===== config.mk =====
export PLATFORM = sky130hd
export DESIGN_NAME = maidenhead_locator_10
export DESIGN_NICKNAME = d
export VERILOG_FILES = /design/src/rtl/mhl_pkg.sv /design/src/rtl/maidenhead_locator_10.sv /design/src/rtl/mhl_pair_div.sv
export SDC_FILE = /design/constraint.sdc
export NUM_CORES = 1
export LEC_CHECK = 0
export BUFFER_PORTS_ARGS = -buffer_cell sky130_fd_sc_hd__buf_2
export CORE_ASPECT_RATIO = 1.75
export CORE_MARGIN = 5
export CORE_UTILIZATION = 45
export DETAILED_ROUTE_END_ITERATION = 10
export HOLD_SLACK_MARGIN = 0.1
export MAX_ROUTING_LAYER = met4
export PLACE_DENSITY = 0.57
export SYNTH_ARGS = -nofsm -noshare
export SYNTH_HDL_FRONTEND = slang
export SYNTH_SLANG_ARGS = --single-unit
export TNS_END_PERCENT = 20

===== constraint.sdc =====
create_clock -name clk_i -period 11.15 [get_ports clk_i]
set_clock_uncertainty 0.1 [all_clocks]
set_input_delay 1.115 -clock clk_i [delete_from_list [all_inputs] [get_ports clk_i]]
set_output_delay 1.115 -clock clk_i [all_outputs]
set_load 0.05 [all_outputs]

===== src/rtl/mhl_pkg.sv =====
// Shared types, step tables and character codes for the Maidenhead locator pipeline.
// No dependencies; every other file imports this package.
package mhl_pkg;

  localparam int NUM_PAIRS = 5;
  localparam int MAX_MULT  = 23;

  typedef logic [2:0]  pair_idx_t;
  typedef logic [29:0] coord_t;
  typedef logic [6:0]  char_t;
  typedef logic [4:0]  quot_t;

  typedef logic [MAX_MULT-1:0][31:0] mul_row_t;

  localparam logic signed [31:0] LAT_LIMIT = 32'sd216000000;
  localparam logic signed [31:0] LON_LIMIT = 32'sd432000000;

  localparam char_t CHAR_A       = 7'd65;
  localparam char_t CHAR_0       = 7'd48;
  localparam quot_t LETTER_MAX_Q = 5'd23;
  localparam quot_t DIGIT_MAX_Q  = 5'd9;

  // Bit i set where pair i is encoded as a letter rather than a digit.
  localparam logic [NUM_PAIRS-1:0] PAIR_IS_LETTER = 5'b00101;

  // Multiples 1..MAX_MULT of one step, worked out at elaboration.
  function automatic mul_row_t multiples(input logic [31:0] step);
    mul_row_t row;
    for (int k = 0; k < MAX_MULT; k++) begin
      row[k] = 32'(step * 32'(k + 1));
    end
    return row;
  endfunction

  localparam mul_row_t LON_MUL [NUM_PAIRS] = '{
    multiples(32'd48000000), multiples(32'd4800000), multiples(32'd200000),
    multiples(32'd20000), multiples(32'd2000)
  };
  localparam mul_row_t LAT_MUL [NUM_PAIRS] = '{
    multiples(32'd24000000), multiples(32'd2400000), multiples(32'd100000),
    multiples(32'd10000), multiples(32'd1000)
  };

  typedef struct packed {
    coord_t                          lon;
    coord_t                          lat;
    logic [2*NUM_PAIRS-1:0][6:0]     chars;
  } pipe_t;

endpackage


===== src/rtl/maidenhead_locator_10.sv =====
// Top level: 10-character Maidenhead locator from a fixed-point position.
// Throughput: one position per cycle unless out_ready_i stalls it; one register stage
// saturates and offsets, then one stage per character pair divides by that pair's step
// via parallel compares.
// Each stage stalls only when it is full and the one after it cannot take its beat.
// Reset (rst_ni low, asynchronous) clears every stage's valid bit; payload is not reset.
// Depends on mhl_pkg and mhl_pair_div.
module maidenhead_locator_10 import mhl_pkg::*; (
  input  logic        clk_i,
  input  logic        rst_ni,
  input  logic        in_valid_i,
  output logic        in_ready_o,
  input  logic [28:0] latitude_i,
  input  logic [29:0] longitude_i,
  output logic        out_valid_o,
  input  logic        out_ready_i,
  output logic [6:0]  char_field_lon_o,
  output logic [6:0]  char_field_lat_o,
  output logic [5:0]  char_square_lon_o,
  output logic [5:0]  char_square_lat_o,
  output logic [6:0]  char_subsq_lon_o,
  output logic [6:0]  char_subsq_lat_o,
  output logic [5:0]  char_ext_lon_o,
  output logic [5:0]  char_ext_lat_o,
  output logic [5:0]  char_fine_lon_o,
  output logic [5:0]  char_fine_lat_o
);

  logic [NUM_PAIRS:0]   valid_q;
  logic [NUM_PAIRS+1:0] rdy;
  pipe_t                pipe_q [NUM_PAIRS+1];
  pipe_t                pipe_d [NUM_PAIRS+1];

  logic signed [31:0] lat_x, lon_x, lat_c, lon_c, lat_sum, lon_sum;

  // A stage can take a beat when it is empty or its own beat moves on this cycle.
  assign rdy[NUM_PAIRS+1] = out_ready_i;
  for (genvar g = 0; g <= NUM_PAIRS; g++) begin : g_rdy
    assign rdy[g] = !valid_q[g] || rdy[g+1];
  end
  assign in_ready_o = rdy[0];

  // Stage 0: saturate to the legal range and offset so both coordinates are non-negative.
  always_comb begin
    lat_x = 32'(signed'(latitude_i));
    lon_x = 32'(signed'(longitude_i));
    lat_c = lat_x;
    lon_c = lon_x;
    if (lat_x > LAT_LIMIT) lat_c = LAT_LIMIT;
    if (lat_x < -LAT_LIMIT) lat_c = -LAT_LIMIT;
    if (lon_x > LON_LIMIT) lon_c = LON_LIMIT;
    if (lon_x < -LON_LIMIT) lon_c = -LON_LIMIT;
    lat_sum = lat_c + LAT_LIMIT;
    lon_sum = lon_c + LON_LIMIT;
    pipe_d[0].lon   = lon_sum[29:0];
    pipe_d[0].lat   = lat_sum[29:0];
    pipe_d[0].chars = '0;
  end

  for (genvar g = 1; g <= NUM_PAIRS; g++) begin : g_pair
    char_t  lon_char, lat_char;
    coord_t lon_rem, lat_rem;

    mhl_pair_div u_div (
      .pair_i     (pair_idx_t'(g - 1)),
      .lon_i      (pipe_q[g-1].lon),
      .lat_i      (pipe_q[g-1].lat),
      .lon_char_o (lon_char),
      .lat_char_o (lat_char),
      .lon_rem_o  (lon_rem),
      .lat_rem_o  (lat_rem)
    );

    always_comb begin
      pipe_d[g]                  = pipe_q[g-1];
      pipe_d[g].lon              = lon_rem;
      pipe_d[g].lat              = lat_rem;
      pipe_d[g].chars[2*(g-1)]   = lon_char;
      pipe_d[g].chars[2*(g-1)+1] = lat_char;
    end
  end

  always_ff @(posedge clk_i or negedge rst_ni) begin
    if (!rst_ni) begin
      valid_q <= '0;
    end else begin
      if (rdy[0]) valid_q[0] <= in_valid_i;
      for (int k = 1; k <= NUM_PAIRS; k++) begin
        if (rdy[k]) valid_q[k] <= valid_q[k-1];
      end
    end
  end

  always_ff @(posedge clk_i) begin
    if (rdy[0]) pipe_q[0] <= pipe_d[0];
    for (int k = 1; k <= NUM_PAIRS; k++) begin
      if (rdy[k]) pipe_q[k] <= pipe_d[k];
    end
  end

  assign out_valid_o       = valid_q[NUM_PAIRS];
  assign char_field_lon_o  = pipe_q[NUM_PAIRS].chars[0];
  assign char_field_lat_o  = pipe_q[NUM_PAIRS].chars[1];
  assign char_square_lon_o = pipe_q[NUM_PAIRS].chars[2][5:0];
  assign char_square_lat_o = pipe_q[NUM_PAIRS].chars[3][5:0];
  assign char_subsq_lon_o  = pipe_q[NUM_PAIRS].chars[4];
  assign char_subsq_lat_o  = pipe_q[NUM_PAIRS].chars[5];
  assign char_ext_lon_o    = pipe_q[NUM_PAIRS].chars[6][5:0];
  assign char_ext_lat_o    = pipe_q[NUM_PAIRS].chars[7][5:0];
  assign char_fine_lon_o   = pipe_q[NUM_PAIRS].chars[8][5:0];
  assign char_fine_lat_o   = pipe_q[NUM_PAIRS].chars[9][5:0];

  // An empty output stage means every stage has room, so the input side must be open.
  a_ready_when_drained : assert property (@(posedge clk_i) disable iff (!rst_ni)
    !valid_q[NUM_PAIRS] |-> in_ready_o)
    else $error("input stalled although the output stage is empty");

  a_accept_fills_stage0 : assert property (@(posedge clk_i) disable iff (!rst_ni)
    in_valid_i && in_ready_o |=> valid_q[0])
    else $error("accepted beat did not reach the first stage");

  // After the last pair the leftover must be below the finest step.
  a_fine_remainder : assert property (@(posedge clk_i) disable iff (!rst_ni)
    valid_q[NUM_PAIRS] |-> (pipe_q[NUM_PAIRS].lon < 30'd2000)
                           && (pipe_q[NUM_PAIRS].lat < 30'd1000))
    else $error("remainder after the fine step is out of range");

  a_field_letter : assert property (@(posedge clk_i) disable iff (!rst_ni)
    out_valid_o |-> (char_field_lon_o >= CHAR_A) && (char_field_lon_o <= 7'd83)
                    && (char_field_lat_o >= CHAR_A) && (char_field_lat_o <= 7'd83))
    else $error("field letter beyond S");

endmodule


===== src/rtl/mhl_pair_div.sv =====
// One locator character pair: quotient and remainder of longitude and latitude by a step.
// Depends on mhl_pkg for the step multiple tables and character codes.
module mhl_pair_div import mhl_pkg::*; (
  input  pair_idx_t pair_i,
  input  coord_t    lon_i,
  input  coord_t    lat_i,
  output char_t     lon_char_o,
  output char_t     lat_char_o,
  output coord_t    lon_rem_o,
  output coord_t    lat_rem_o
);

  quot_t    lim;
  quot_t    lon_q;
  quot_t    lat_q;
  mul_row_t lon_row;
  mul_row_t lat_row;

  // The quotient is the number of the first lm step multiples that do not exceed the
  // value; the comparisons are independent, so they run side by side.
  function automatic quot_t count_mult(input coord_t v, input mul_row_t row, input quot_t lm);
    logic [MAX_MULT-1:0] hits;
    for (int k = 0; k < MAX_MULT; k++) begin
      hits[k] = (5'(k) < lm) && ({2'b00, v} >= row[k]);
    end
    return 5'($countones(hits));
  endfunction

  function automatic coord_t take_rem(input coord_t v, input mul_row_t row, input quot_t q);
    logic [31:0] sub;
    sub = (q == 5'd0) ? 32'd0 : row[q - 5'd1];
    return v - sub[29:0];
  endfunction

  function automatic char_t encode(input quot_t q, input logic letter);
    return letter ? char_t'(CHAR_A + {2'b00, q}) : char_t'(CHAR_0 + {2'b00, q});
  endfunction

  assign lim     = PAIR_IS_LETTER[pair_i] ? LETTER_MAX_Q : DIGIT_MAX_Q;
  assign lon_row = LON_MUL[pair_i];
  assign lat_row = LAT_MUL[pair_i];

  assign lon_q = count_mult(lon_i, lon_row, lim);
  assign lat_q = count_mult(lat_i, lat_row, lim);

  assign lon_rem_o  = take_rem(lon_i, lon_row, lon_q);
  assign lat_rem_o  = take_rem(lat_i, lat_row, lat_q);
  assign lon_char_o = encode(lon_q, PAIR_IS_LETTER[pair_i]);
  assign lat_char_o = encode(lat_q, PAIR_IS_LETTER[pair_i]);

endmodule

==> results.py <==
metrics = {
    "status": {
        "status": "complete, no violations",
    },
    "routing": {
        "drt-total-wl_um": 111000,
        "wire_per_inst_um": 20.5,
        "detail_route.drc_violations": 0,
        "route.detailed.vias_per_inst": 6.04,
        "postRouteAntennaNets": 0,
        "vias": 32543,
        "firstDrtPassIters": 7,
        "detailedRoute.firstIterationViolations": 2423,
    },
    "floorplan": {
        "dieArea_mm2": 0.0916,
        "floorplan.initialDensity": 0.454,
        "floorplan.core_area_mm2": 0.0847,
        "die_h_um": 397,
        "floorplan.rows": 141,
        "die_w_um": 231,
        "pin_count": 129,
    },
    "worst_setup_path": {
        "setup.worst_path.end_class": "flop",
        "critPathSlowestCell": "sky130_fd_sc_hd__or4_1",
        "rr_endpoint": "pipe_q[3][127]",
        "number_of_cells_traversed_by_the_worst_register_to_register_path": 32,
        "critical_path.most_common_cell": "sky130_fd_sc_hd__fa_1",
        "worst-path-max-fanout": 11,
        "launching_element_type_of_the_critical_path": "flop",
        "crit_type": "flop to flop",
        "crit_arrival_ps": 10670,
        "max_stage_delay_ps": 590,
        "reg2reg_slack_ps": 700,
        "cp_data_required_time_ps": 11370,
        "rr_startpoint": "pipe_q[2][127]",
    },
    "layout": {
        "instances_no_fill": 5385,
        "post-route-util": 0.488,
        "area_growth_syn_to_layout_pct": 7.50,
        "area.sequential_mm2": 0.0134,
        "area_occupied_by_multi_input_gates_mm2": 0.0230,
        "finish.net_count": 4750,
        "layout.filler_cells": 8210,
        "drive_above_1_share": 0.0742,
    },
    "run": {
        "maxCapViolations": 0,
    },
    "placement": {
        "dp_hpwl_um": 86400,
        "numPlacedInstances": 5299,
        "place_congestion": 0.959,
        "numPortBuffers": 112,
        "pre_cts_slack_ps": 667,
    },
    "global_routing": {
        "grt.met2_usage": 0.452,
        "grt_use_met3": 0.0242,
        "grt_use_met1": 0.242,
        "grt_max_degree": 82,
        "vias_in_the_first_global_route": 32518,
        "total_overflow_reported_by_the_global_router": 0,
        "grt_use_total": 0.240,
        "initial_antenna_violation_count": 1,
        "global_route.peak_usage_layer": "met2",
        "grt_pass1_wl_um": 174000,
    },
    "sta": {
        "maxSlewViolCount": 0,
        "setup_tns_ps": 0,
        "rsz_0062_raised_after_global_routing": "false",
        "fmaxAchievable_mhz": 95.7,
        "finalSetupViolations": 0,
        "hold_violations": 0,
        "finalWorstSetupSlack_ps": 704,
        "min_period_ps": 10450,
        "tightest_slew_ps": 1130,
        "timing.slew.headroom": 0.242,
        "post-route-period-util": 0.937,
    },
    "synth": {
        "ys_seq_elements": 448,
        "netlist_top_cells_area": "sky130_fd_sc_hd__edfxtp_1 (35%), sky130_fd_sc_hd__ha_1 (10%), sky130_fd_sc_hd__fa_1 (5.5%)",
        "synth_most_common_cell": "sky130_fd_sc_hd__edfxtp_1",
        "synth.top_cells.by_count": "sky130_fd_sc_hd__edfxtp_1 (442), sky130_fd_sc_hd__nand2_1 (419), sky130_fd_sc_hd__nor2_1 (322)",
        "post_synth_num_cell_types": 96,
        "synth_edf_count": 442,
        "number_of_synthesis_warnings": 0,
        "yosys.area.top_type_share": 0.345,
        "synth_area_mm2": 0.0384,
        "synth.largest_area_cell": "sky130_fd_sc_hd__edfxtp_1",
        "synthesis.instances": 4294,
        "postSynth.topFlopCell": "sky130_fd_sc_hd__edfxtp_1",
        "synthArstFlopShare": 0.0134,
        "synthesis.area_per_instance_um2": 8.95,
        "sequential_fraction_of_the_synthesis_area": 0.349,
    },
    "clock_tree": {
        "clk_pin_slew_ps": 70,
        "latest_clock_arrival_within_the_worst_skew_pair_ps": 610,
        "ctsHtreeMaxLevel": 2,
        "cts_hold_buffers": 0,
        "clock_tree.root_cell": "sky130_fd_sc_hd__clkbuf_16",
        "cts_made_buffers": 46,
        "max-clock-path-buffers": 3,
        "cts_sinks": 448,
        "tritoncts": "done",
    },
    "worst_hold_path": {
        "min-delay-path-class": "primary input to async pin",
    },
}
==> kinds of logic after synthesis <==
family	synth area share
muxes	0.00739
adders and majority gates	0.155
AOI/OAI and AO/OA	0.197
buffers and inverters	0.0557
xor gates and xnor gates	0.0490
DFF	0.349
and+or+nand+nor	0.187
other	0.0000975
==> metrics by stage <==
stage / area, um^2 / hold WS [ps]
4_1_cts: 41300 / 216
3_3_place_gp: 39800 / 301
3_5_place_dp: 39800 / 305
2_1_floorplan: 38500 / 300
5_1_grt: 41300 / 239
6_report: 41300 / 254
==> worst max-delay path: cells and delay by family (launching register included) <==
family | cells | cell delay (ps)
AO/OA/AOI/OAI | 10 | 2620
XOR/XNOR | 2 | 310
adder cells (fa/ha/maj) | 8 | 3420
buffers and inverters | 6 | 720
flip-flops | 1 | 420
AND/OR/NAND/NOR | 6 | 2590
==> what timing repair did <==
item                                    4_1_cts  5_1_grt
endpoints found under the setup margin        0        1
resized for setup                             0        1
setup buffers                                 0        0
==> cell type report <==
class | count | share of cell area
Sequential cell | 448 | 0.325
Timing Repair Buffer | 169 | 0.0239
Clock inverter | 30 | 0.00666
Multi-Input combinational cell | 3315 | 0.556
Antenna cell | 1 | 0.0000605
Clock buffer | 55 | 0.0292
Tap cell | 1072 | 0.0325
Inverter | 295 | 0.0268
==> sequential cells by signal, indices dropped and copies added (netlist names) <==
register / cells
pipe_q: 442
valid_q: 6
==> worst max path at each step <==
stage / start / end / slack (ps) / cells after the start
detailed placement: pipe_q[2][127] / pipe_q[3][127] / 670 / 30
global placement: pipe_q[2][127] / pipe_q[3][127] / 760 / 30
floorplan: pipe_q[2][127] / pipe_q[3][127] / 1530 / 30
finish: pipe_q[2][127] / pipe_q[3][127] / 700 / 32
CTS: pipe_q[2][127] / pipe_q[3][127] / 600 / 30
global route: pipe_q[2][127] / pipe_q[3][127] / 80 / 32
==> placed cells by master, fill, tap and decap left out, types with 93 or more instances in the layout <==
cell | netlist | final
sky130_fd_sc_hd__ha_1 | 307 | 307
sky130_fd_sc_hd__o21ai_0 | 306 | 306
sky130_fd_sc_hd__nand3_1 | 155 | 153
sky130_fd_sc_hd__nor3_1 | 131 | 131
sky130_fd_sc_hd__nor2_1 | 322 | 322
sky130_fd_sc_hd__fa_1 | 105 | 105
sky130_fd_sc_hd__edfxtp_1 | 442 | 442
sky130_fd_sc_hd__buf_2 | 1 | 112
sky130_fd_sc_hd__nand2_1 | 419 | 417
sky130_fd_sc_hd__nor4_1 | 93 | 93
sky130_fd_sc_hd__xnor2_1 | 139 | 139
sky130_fd_sc_hd__inv_1 | 294 | 292
sky130_fd_sc_hd__a21oi_1 | 291 | 291
==> routing by layer <==
layer,part of all wire,wire length (um),vias to the layer above
li1,-,-,15766
met1,0.36,39600,15502
met2,0.54,60100,937
met3,0.036,3950,338
met4,0.063,6940,0
met5,0,0,-
Power is left out: the tool's default activity adds up to more than one toggle a clock period on the data nets, which glitch-free logic cannot reach.
